File: src/rtl/core/software_timer_bank_top_defines.svh
// ----------------------------------------------------------------------------
// software timer bank assertion macros
// checks on the sequencer and result path, empty when SYNTH is set
// ----------------------------------------------------------------------------
`ifndef SOFTWARE_TIMER_BANK_TOP_DEFINES_SVH
`define SOFTWARE_TIMER_BANK_TOP_DEFINES_SVH

`ifndef SYNTH
`define STB_ASSERT_SAME(label, ante, cons) \
    label: assert property (@(posedge clk) disable iff (!rst_n) (ante) |-> (cons)) \
        else $error("stb check failed");
`define STB_ASSERT_NEXT(label, ante, cons) \
    label: assert property (@(posedge clk) disable iff (!rst_n) (ante) |=> (cons)) \
        else $error("stb check failed");
`else
`define STB_ASSERT_SAME(label, ante, cons)
`define STB_ASSERT_NEXT(label, ante, cons)
`endif

`endif

File: src/rtl/core/stb_pkg.sv
// ----------------------------------------------------------------------------
// software timer bank package
// shared constants, command and status codes, timer entry type
// ----------------------------------------------------------------------------
package stb_pkg;

    localparam int NUM_TIMERS = 64;
    localparam int ADDR_W     = (NUM_TIMERS > 1) ? $clog2(NUM_TIMERS) : 1;

    localparam logic [2:0] CMD_TICK     = 3'd0;
    localparam logic [2:0] CMD_SWEEP    = 3'd1;
    localparam logic [2:0] CMD_START    = 3'd2;
    localparam logic [2:0] CMD_STOP     = 3'd3;
    localparam logic [2:0] CMD_SET_DUR  = 3'd4;
    localparam logic [2:0] CMD_QUERY    = 3'd5;

    localparam logic [1:0] STAT_HALTED  = 2'd0;
    localparam logic [1:0] STAT_STARTED = 2'd1;
    localparam logic [1:0] STAT_RUNNING = 2'd2;
    localparam logic [1:0] STAT_ELAPSED = 2'd3;

    typedef struct packed {
        logic [1:0]  status;
        logic [15:0] start;
        logic [15:0] duration;
    } entry_t;

    localparam int ENTRY_W = $bits(entry_t);

endpackage

File: src/rtl/core/stb_ram.sv
// ----------------------------------------------------------------------------
// generic ram
// one write port, one read port, registered read data
// ----------------------------------------------------------------------------
module stb_ram #(
    parameter int WIDTH = 8,
    parameter int DEPTH = 16
) (
    input  logic                                        clk,
    input  logic                                        we,
    input  logic [((DEPTH > 1) ? $clog2(DEPTH) : 1)-1:0] waddr,
    input  logic [WIDTH-1:0]                            wdata,
    input  logic [((DEPTH > 1) ? $clog2(DEPTH) : 1)-1:0] raddr,
    output logic [WIDTH-1:0]                            rdata
);

    logic [WIDTH-1:0] mem [DEPTH];

    always_ff @(posedge clk)
    begin
        if (we)
        begin
            mem[waddr] <= wdata;
        end
        rdata <= mem[raddr];
    end

endmodule

File: src/rtl/core/stb_timer_unit.sv
// ----------------------------------------------------------------------------
// timer update unit
// shared elapsed subtractor, duration compare, status, start and duration update
// ----------------------------------------------------------------------------
module stb_timer_unit (
    input  stb_pkg::entry_t cur,
    input  logic [15:0]     tick,
    input  logic [2:0]      op,
    input  logic [15:0]     new_duration,
    output stb_pkg::entry_t upd,
    output logic            upd_we,
    output logic [15:0]     gone
);

    import stb_pkg::*;

    always_comb
    begin
        gone   = tick - cur.start;
        upd    = cur;
        upd_we = 1'b0;
        case (op)
            CMD_SWEEP:
            begin
                if (cur.status == STAT_RUNNING)
                begin
                    upd_we = 1'b1;
                    if (gone >= cur.duration)
                    begin
                        upd.status = STAT_ELAPSED;
                    end
                end
                else if (cur.status == STAT_STARTED)
                begin
                    upd_we     = 1'b1;
                    upd.start  = tick;
                    upd.status = STAT_RUNNING;
                end
            end
            CMD_START:
            begin
                upd_we     = 1'b1;
                upd.status = STAT_STARTED;
            end
            CMD_STOP:
            begin
                upd_we     = 1'b1;
                upd.status = STAT_HALTED;
            end
            CMD_SET_DUR:
            begin
                upd_we       = 1'b1;
                upd.duration = new_duration;
            end
            default:
            begin
                upd_we = 1'b0;
            end
        endcase
    end

endmodule

File: src/rtl/core/software_timer_bank_top.sv
// ----------------------------------------------------------------------------
// software timer bank top
// one result item per command item, sweep every timer through one ram port
// flow: tick, start, stop, set duration, query go through S_RD and S_MOD to the registered result
// sweep: S_SW_RD and S_SW_WR for each timer on the ram, then S_RD and S_MOD for the addressed one
// a new command is taken only in S_IDLE, after the last result is written; S_MOD waits on result stalls
// reset: control, tick counter and entry valid flags clear at once, no sweep
// ----------------------------------------------------------------------------
`include "software_timer_bank_top_defines.svh"

module software_timer_bank_top (
    input  logic        clk,
    input  logic        rst_n,
    input  logic        in_valid,
    output logic        in_ready,
    input  logic [2:0]  cmd,
    input  logic [7:0]  timer_index,
    input  logic [15:0] duration_ticks,
    output logic        out_valid,
    input  logic        out_ready,
    output logic [1:0]  status,
    output logic        not_running,
    output logic [15:0] elapsed_ticks,
    output logic        index_valid
);

    import stb_pkg::*;

    localparam logic [2:0] S_IDLE  = 3'd0;
    localparam logic [2:0] S_SW_RD = 3'd1;
    localparam logic [2:0] S_SW_WR = 3'd2;
    localparam logic [2:0] S_RD    = 3'd3;
    localparam logic [2:0] S_MOD   = 3'd4;

    localparam logic [ADDR_W-1:0] LAST_TIMER = ADDR_W'(NUM_TIMERS - 1);

    logic [2:0]            state_reg, state_next;
    logic [15:0]           tick_reg, tick_next;
    logic [ADDR_W-1:0]     sweep_cnt_reg, sweep_cnt_next;
    logic [2:0]            cmd_reg, cmd_next;
    logic [7:0]            idx_reg, idx_next;
    logic [15:0]           dur_reg, dur_next;
    logic [NUM_TIMERS-1:0] valid_reg, valid_next;
    logic                  rd_valid_reg;
    logic                  out_valid_reg, out_valid_next;
    logic [1:0]            status_reg, status_next;
    logic                  not_running_reg, not_running_next;
    logic [15:0]           elapsed_reg, elapsed_next;
    logic                  index_valid_reg, index_valid_next;

    logic                  idx_ok;
    logic [ADDR_W-1:0]     ram_raddr;
    logic [ADDR_W-1:0]     ram_waddr;
    logic                  ram_we;
    logic [ENTRY_W-1:0]    ram_rdata;
    entry_t                cur_entry;
    entry_t                upd_entry;
    logic                  upd_we;
    logic [15:0]           gone;
    logic [2:0]            unit_op;
    logic                  out_free;

    assign in_ready      = (state_reg == S_IDLE);
    assign out_valid     = out_valid_reg;
    assign status        = status_reg;
    assign not_running   = not_running_reg;
    assign elapsed_ticks = elapsed_reg;
    assign index_valid   = index_valid_reg;

    assign idx_ok    = ({1'b0, idx_reg} < 9'(NUM_TIMERS));
    assign out_free  = !out_valid_reg || out_ready;
    assign ram_raddr = (state_reg == S_SW_RD) ? sweep_cnt_reg : idx_reg[ADDR_W-1:0];
    assign ram_waddr = (state_reg == S_SW_WR) ? sweep_cnt_reg : idx_reg[ADDR_W-1:0];
    assign cur_entry = rd_valid_reg ? entry_t'(ram_rdata) : entry_t'('0);
    // after the sweep pass the addressed timer is only reported
    assign unit_op   = (state_reg == S_SW_WR) ? CMD_SWEEP :
                       (cmd_reg == CMD_SWEEP) ? CMD_QUERY : cmd_reg;

    stb_ram #(
        .WIDTH (ENTRY_W),
        .DEPTH (NUM_TIMERS)
    ) u_ram (
        .clk   (clk),
        .we    (ram_we),
        .waddr (ram_waddr),
        .wdata (ENTRY_W'(upd_entry)),
        .raddr (ram_raddr),
        .rdata (ram_rdata)
    );

    stb_timer_unit u_unit (
        .cur          (cur_entry),
        .tick         (tick_reg),
        .op           (unit_op),
        .new_duration (dur_reg),
        .upd          (upd_entry),
        .upd_we       (upd_we),
        .gone         (gone)
    );

    always_comb
    begin
        state_next       = state_reg;
        tick_next        = tick_reg;
        sweep_cnt_next   = sweep_cnt_reg;
        cmd_next         = cmd_reg;
        idx_next         = idx_reg;
        dur_next         = dur_reg;
        valid_next       = valid_reg;
        out_valid_next   = out_valid_reg;
        status_next      = status_reg;
        not_running_next = not_running_reg;
        elapsed_next     = elapsed_reg;
        index_valid_next = index_valid_reg;
        ram_we           = 1'b0;

        if (out_valid_reg && out_ready)
        begin
            out_valid_next = 1'b0;
        end

        case (state_reg)
            S_IDLE:
            begin
                if (in_valid)
                begin
                    cmd_next       = cmd;
                    idx_next       = timer_index;
                    dur_next       = duration_ticks;
                    sweep_cnt_next = '0;
                    if (cmd == CMD_TICK)
                    begin
                        tick_next = tick_reg + 16'd1;
                    end
                    state_next = (cmd == CMD_SWEEP) ? S_SW_RD : S_RD;
                end
            end
            S_SW_RD:
            begin
                state_next = S_SW_WR;
            end
            S_SW_WR:
            begin
                ram_we = upd_we;
                if (upd_we)
                begin
                    valid_next[sweep_cnt_reg] = 1'b1;
                end
                if (sweep_cnt_reg == LAST_TIMER)
                begin
                    state_next = S_RD;
                end
                else
                begin
                    sweep_cnt_next = sweep_cnt_reg + 1'b1;
                    state_next     = S_SW_RD;
                end
            end
            S_RD:
            begin
                state_next = S_MOD;
            end
            S_MOD:
            begin
                if (out_free)
                begin
                    ram_we = upd_we && idx_ok;
                    if (upd_we && idx_ok)
                    begin
                        valid_next[idx_reg[ADDR_W-1:0]] = 1'b1;
                    end
                    out_valid_next   = 1'b1;
                    index_valid_next = idx_ok;
                    status_next      = idx_ok ? upd_entry.status : STAT_HALTED;
                    not_running_next = idx_ok && (upd_entry.status == STAT_HALTED);
                    elapsed_next     = idx_ok ? gone : 16'd0;
                    state_next       = S_IDLE;
                end
            end
            default:
            begin
                state_next = S_IDLE;
            end
        endcase
    end

    always_ff @(posedge clk or negedge rst_n)
    begin
        if (!rst_n)
        begin
            state_reg     <= S_IDLE;
            tick_reg      <= '0;
            sweep_cnt_reg <= '0;
            valid_reg     <= '0;
            rd_valid_reg  <= 1'b0;
            out_valid_reg <= 1'b0;
        end
        else
        begin
            state_reg     <= state_next;
            tick_reg      <= tick_next;
            sweep_cnt_reg <= sweep_cnt_next;
            valid_reg     <= valid_next;
            rd_valid_reg  <= valid_reg[ram_raddr];
            out_valid_reg <= out_valid_next;
        end
    end

    always_ff @(posedge clk)
    begin
        cmd_reg         <= cmd_next;
        idx_reg         <= idx_next;
        dur_reg         <= dur_next;
        status_reg      <= status_next;
        not_running_reg <= not_running_next;
        elapsed_reg     <= elapsed_next;
        index_valid_reg <= index_valid_next;
    end

    `STB_ASSERT_SAME(a_we_state, ram_we, (state_reg == S_SW_WR) || (state_reg == S_MOD))
    `STB_ASSERT_NEXT(a_sweep_step, (state_reg == S_SW_WR) && (sweep_cnt_reg != LAST_TIMER), state_reg == S_SW_RD)
    `STB_ASSERT_SAME(a_invalid_zero, out_valid && !index_valid, (status == STAT_HALTED) && !not_running && (elapsed_ticks == 16'd0))
    `STB_ASSERT_NEXT(a_tick_inc, in_valid && in_ready && (cmd == CMD_TICK), tick_reg == $past(tick_reg) + 16'd1)

endmodule
File: config.mk
export PLATFORM = sky130hd
export DESIGN_NAME = software_timer_bank_top
export DESIGN_NICKNAME = d
export VERILOG_FILES = /design/src/rtl/core/stb_pkg.sv /design/src/rtl/core/stb_ram.sv /design/src/rtl/core/stb_timer_unit.sv /design/src/rtl/core/software_timer_bank_top.sv
export VERILOG_INCLUDE_DIRS = /design/src /design/src/rtl/core
export SDC_FILE = /design/constraint.sdc
export NUM_CORES = 2
export LEC_CHECK = 0
export ABC_AREA = 1
export ABC_CLOCK_PERIOD_IN_PS = 10200
export CAP_MARGIN = 20
export CORE_UTILIZATION = 40
export CTS_BUF_LIST = sky130_fd_sc_hd__clkbuf_4 sky130_fd_sc_hd__clkbuf_8 sky130_fd_sc_hd__clkbuf_16
export CTS_CLUSTER_DIAMETER = 50
export DETAILED_ROUTE_END_ITERATION = 6
export DONT_BUFFER_PORTS = 1
export GPL_ROUTABILITY_DRIVEN = 1
export GPL_TIMING_DRIVEN = 0
export PLACE_DENSITY = 0.54
export SYNTH_ARGS = -nofsm -noshare
export SYNTH_HDL_FRONTEND = slang
export SYNTH_SLANG_ARGS = --single-unit
File: constraint.sdc
create_clock -name clk -period 10.2 [get_ports clk]
set_input_delay 2.04 -clock clk [delete_from_list [all_inputs] [get_ports clk]]
set_output_delay 2.04 -clock clk [all_outputs]
set_load 0.01 [all_outputs]
After elaboration in Yosys (flattened, before gate mapping)

Memories as Yosys holds them, arrays and structs flattened. A register that Yosys moved wholly into a read port is not among the register bits.
Cells that the tools add are included.

Flip-flop bits (word level): 138
Bits in writable memories: 2176
Input bits: 31
Output and inout port bits: 22
Word-level logic and storage cells: 103
Memories: 1

$add $sub $neg: 3
$lt $le $gt $ge: 7
Eq/ne operators: 18
Multiplexer cells: 40
Bitwise logic cells: 2
Reductions and logical operators: 19

Memories:

| name      | depth | bits a word | rd ports | clocked after memory_dff | wr ports | line          | source |
|---|---|---|---|---|---|---|---|
| u_ram.mem | 64    | 34          | 1        | 1                        | 1        | stb_ram.sv:17 | `logic [WIDTH-1:0] mem [DEPTH];` |

Operators with widths:

| cell                                                               | number |
|---|---|
| 2-to-1 mux 64 bit                                                  | 3 |
| OR 64 bit                                                          | 2 |
| case mux 64 bit (2 select lines)                                   | 1 |
| 2-to-1 mux 16 bit                                                  | 3 |
| 2-to-1 mux 34 bit                                                  | 1 |
| 2-to-1 mux 6 bit                                                   | 4 |
| less-than comparator 6 x 7 -> 1 bit (second input constant)        | 3 |
| 2-to-1 mux 18 bit                                                  | 1 |
| adder 16 x 1 -> 16 bit (second input constant)                     | 1 |
| greater-or-equal comparator 16 bit                                 | 1 |
| subtractor 16 bit                                                  | 1 |
| case mux 3 bit (5 select lines)                                    | 1 |
| demux 1 bit (select 6 bit)                                         | 2 |
| equality test 3 x 1 -> 1 bit (second input constant)               | 4 |
| equality test 3 x 2 -> 1 bit (second input constant)               | 4 |
| greater-or-equal comparator 6 x 1 -> 1 bit (second input constant) | 2 |
| 2-to-1 mux 3 bit                                                   | 4 |
| case mux 6 bit (2 select lines)                                    | 1 |
| 2-to-1 mux 1 bit                                                   | 11 |
| != test 2 bit (second input constant)                              | 5 |
| less-than comparator 8 x 7 -> 1 bit (second input constant)        | 1 |
| 2-to-1 mux 2 bit                                                   | 4 |
| adder 6 x 1 -> 6 bit (second input constant)                       | 1 |
| binary-select mux 1 bit (select 6 bit)                             | 1 |
| other kinds (16)                                                   | 27 |

Longest topological paths before layout

Depth after elaboration: 11
Depth in mapped cells: 25

Hierarchy

A second synthesis with hierarchy kept.

Cells, all modules: 8358
Area total of the unflattened synthesis: 96825.4 um^2

By module, submodules not included:

| module                  | instances | cells an instance | area an instance (um^2) | sequential area each (um^2) |
|---|---|---|---|---|
| stb_ram                 | 1         | 7188              | 87941.8                 | 66023.3 |
| software_timer_bank_top | 1         | 871               | 7160.6                  | 3688.5 |
| stb_timer_unit          | 1         | 299               | 1722.9                  | 0.0 |

Least setup slack after synthesis

OpenSTA, ideal clock, no wires.

Path type: input to register
From: input out_ready
To: memory u_ram.mem[49][0] in the netlist's numbering (enable)
Setup time: 510 ps
Arrival time: 6874 ps
Required time: 9690 ps
Path slack: 2815 ps
Cell stages on the path: 6
Path buffers: 0
Cell sequence: nor2_1 > nor2_1 > nand2_1 > o21ai_2 > nand3_1 > nor4_1

Cells in the longest elaborated chain, start to end: 5

Ends and longest elaborated chain:

| element                                | line                           | source |
|---|---|---|
| start, declared                        | software_timer_bank_top.sv:20  | `input logic out_ready,` |
| logical OR 1 bit                       | software_timer_bank_top.sv:71  | `assign out_free = !out_valid_reg \|\| out_ready;` |
| 2-to-1 mux 1 bit                       | software_timer_bank_top.sv:165 | `if (out_free)` |
| case mux 1 bit (2 select lines)        | software_timer_bank_top.sv:122 | `case (state_reg)` |
| 2-to-1 mux 1 bit                       | stb_ram.sv:21                  | `if (we)` |
| 2-to-1 mux 1 bit (not written as such) | stb_ram.sv:23                  | `mem[waddr] <= wdata;` |
| end, declared                          | stb_ram.sv:17                  |  |

No other way between the ends.

Worst setup path after layout

From: register rd_valid_reg
To: memory u_ram.mem[16][33] in the netlist's numbering, data pin

Cells in the longest elaborated chain, start to end: 6
Elaborated cells between the ends (all ways): 9
Classes of those cells: add/sub (1); order compare (1); eq/ne (2); mux (5)

Ends and longest elaborated chain:

| element                            | line                           | source |
|---|---|---|
| start, declared                    | software_timer_bank_top.sv:44  | `logic rd_valid_reg;` |
| start signal, assigned             | software_timer_bank_top.sv:204 | `rd_valid_reg <= valid_reg[ram_raddr];` |
| 2-to-1 mux 34 bit                  | software_timer_bank_top.sv:74  | `assign cur_entry = rd_valid_reg ? entry_t'(ram_rdata) : entry_t'('0);` |
| subtractor 16 bit                  | stb_timer_unit.sv:19           | `gone = tick - cur.start;` |
| via gone[15]                       | software_timer_bank_top.sv:59  | `logic [15:0] gone;` |
| greater-or-equal comparator 16 bit | stb_timer_unit.sv:28           | `if (gone >= cur.duration)` |
| 2-to-1 mux 2 bit                   | stb_timer_unit.sv:28           |  |
| 2-to-1 mux 2 bit                   | stb_timer_unit.sv:25           | `if (cur.status == STAT_RUNNING)` |
| case mux 2 bit (3 select lines)    | stb_timer_unit.sv:22           | `case (op)` |
| via u_ram.wdata[33]                | stb_ram.sv:12                  | `input logic [WIDTH-1:0] wdata,` |

The timed path passes the listed nets, and every way through them passes these cells.

==> results.sh <==
export IMPL_drc=0
export IMPL_grt_pass1_vias=72170
export IMPL_yosys_warnings=0
export IMPL_clk_latency_ps=960
export IMPL_clk_pin_slew_worst_paths_ps=60
export IMPL_track_usage_pct=33.6
export IMPL_grt_max_degree=92
export IMPL_final_area_mm2=0.123
export IMPL_finalMaxSlewViolations=0
export IMPL_synth_async_reset_ratio_pct=3.88
export IMPL_dieArea_mm2=0.259
export IMPL_clock_sinks=2348
export IMPL_max_slew_worst_pin_slew_ps=1300
export IMPL_setup_ws_ps=4470
export IMPL_hold_class="reg2reg"
export IMPL_whs_ps=451
export IMPL_post_cts_resized=0
export IMPL_drt_total_wl_um=438000
export IMPL_cts_setup_buffers=0
export IMPL_nFillCells=23055
export IMPL_die_h_um=509
export IMPL_critPathLaunchType="flop"
export IMPL_grt_first_pass_wirelength_um=591000
export IMPL_p_total_mw=40.3
export IMPL_htree_levels=5
export IMPL_coreArea_mm2=0.255
export IMPL_p_leak_nw=51.3
export IMPL_post_place_cells=13662
export IMPL_cts_inserted_buffers=306
export IMPL_critPathKind="reg2reg"
export IMPL_ir_drop_v=0.000207
export IMPL_hpwl_um=309000
export IMPL_seq_area_mm2=0.0697
export IMPL_drive_gt1_share_pct=10.3
export IMPL_end_kind="flop"
export IMPL_start_util_pct=40.3
export IMPL_finClkSkew_ps=57.9
export IMPL_initialDrtViolationCount=11174
export IMPL_nNetsFinal=10673
export IMPL_rows=185
export IMPL_ant_nets=0
export IMPL_grt_overflow=0
export IMPL_final_setup_viol_count=0
export IMPL_yosysMostFrequentCell="nand2_1"
export IMPL_syn_area_mm2=0.103
export IMPL_synth_distinct_cells=42
export IMPL_final_cells=14225
export IMPL_dpl_instance_area_mm2=0.113
export IMPL_die_x_um=509
export IMPL_syn_avg_cell_area_um2=10.2
export IMPL_gp_congestion=0.982
export IMPL_antenna_found_initial=47
export IMPL_rsz0062_at_grt="no"
export IMPL_holdBufCountCts=0
export IMPL_synth_edf_count=2223
export IMPL_post_route_util_pct=48.2
export IMPL_routed_via_density=5.52
export IMPL_syn_num_nets=10111
export IMPL_yosys_area_top_type="edfxtp_1"
export IMPL_status="completed"
export IMPL_synth_ff_type="edfxtp_1"
export IMPL_relSlewSlack_pct=13.4
export IMPL_firstDrtPassIters=6
export IMPL_multiInputGateArea_mm2=0.0244
export IMPL_port_buffers=0
export IMPL_setup_tns_ps=0
export IMPL_area_delta_synth_final_pct=19.7
export IMPL_fmax_mhz=174
export IMPL_ys_seq_area_share_pct=67.9
export IMPL_yosys_top_cells_area="edfxtp_1 (65%), nand2_1 (10%), nand3_1 (10%)"
export IMPL_synthTopCellsByCount="nand2_1 (2,754), edfxtp_1 (2,223), nand3_1 (2,054)"
export IMPL_netlist_instances=10042
export IMPL_p_per_area_mw_per_mm2=328
export IMPL_crit_fanout=48
export IMPL_ys_ff_latch=2348
export IMPL_hold_viol_final=0
export IMPL_critical_path_required_ps=10830
export IMPL_io_pins=53
export IMPL_dp_slack_ps=4450
export IMPL_cts_root_buf="clkbuf_16"
export IMPL_yosys_area_top_type_share_pct=65.0
export IMPL_period_share_pct=56.2
export IMPL_dr_total_vias=78509
export IMPL_min_period_ps=5730
export IMPL_clockBufferDepth=4
export IMPL_crit_arrival_ps=6370
export IMPL_max_cap_viol_count=0
export IMPL_cts_tree="built"
export IMPL_wire_per_inst_um=30.8
export IMPL_largest_reg_flops=2176
[area by class of cell]
class	instances	share of cell area (%)
Sequential cell	2348	56.7
Multi-Input combinational cell	5277	19.8
Clock buffer	357	6.66
Inverter	1904	5.82
Timing Repair Buffer	254	4.26
Tap cell	3366	3.43
Buffer	513	1.85
Clock inverter	167	1.33
Antenna cell	39	0.0794
[path summary, 6_finish.rpt]
kind | from | to | slack, ps | cells after the start
setup / recovery | rd_valid_reg$_DFF_PN0_ | u_ram.mem[16][33]$_DFFE_PP_ | 4470 | 25
hold / removal | valid_reg[51]$_DFFE_PN0P_ | valid_reg[51]$_DFFE_PN0P_ | 450 | 2
setup reg to reg | rd_valid_reg$_DFF_PN0_ | u_ram.mem[16][33]$_DFFE_PP_ | 4470 | 25
hold reg to reg | valid_reg[51]$_DFFE_PN0P_ | valid_reg[51]$_DFFE_PN0P_ | 450 | 2
max in group asynchronous | rst_n | tick_reg[4]$_DFFE_PN0P_ | 9050 | 0
min in group asynchronous | rst_n | out_valid$_DFF_PN0_ | 800 | 0
[cells in the final DEF, fill, tap and decap left out, types with 71 or more instances in the layout]
cell	count
nand3_1	2054
dfrtp_1	91
buf_12	138
clkbuf_1	209
clkbuf_16	313
buf_16	71
buf_2	256
edfxtp_1	2223
inv_1	1894
nand2_1	2752
[cell families (layout without fill, tap and decap cells)]
group	count (synthesis)	count (layout)	synth area share (%)
xor+xnor	24	24	0.205
buf+inv	2417	3195	9.16
compound gates	201	201	1.17
fa+ha+maj	38	38	0.471
simple gates	5014	5014	21.1
flops	2348	2348	67.9
other cells	0	39	0
[worst max-delay path, stage by stage, from the launching register on]
cell	delay (ps)
dfrtp_1	320
clkbuf_1	460
clkbuf_1	390
nand2_1	290
ha_1	420
nand2_1	60
o21ai_0	350
nand2_1	100
nand2_1	130
nand3_1	90
o21bai_1	270
nand2_1	120
nand2_1	70
nand2_1	50
nand2_1	130
inv_1	60
ha_1	300
nand2_1	80
inv_1	40
nand3_1	90
inv_1	50
a21oi_1	650
nand3_1	140
nand2_1	150
nand2_2	260
buf_12	290
[metal layers]
metal / vias to the layer above / track usage (%) / part of all wire (%)
met5: - / 0 / 0.015
met4: 8 / 21.8 / 7.4
met3: 1101 / 7.24 / 11
met1: 38365 / 44.2 / 38
met2: 5007 / 50.4 / 43
li1: 34028 / - / -
[power breakdown]
part | leakage (nW) | internal (mW) | switching (mW)
combinational | 25.0 | 3.85 | 13.3
clock | 4.83 | 6.40 | 4.25
sequential | 21.5 | 12.4 | 0.0973
(Power assumes the default switching activity.)
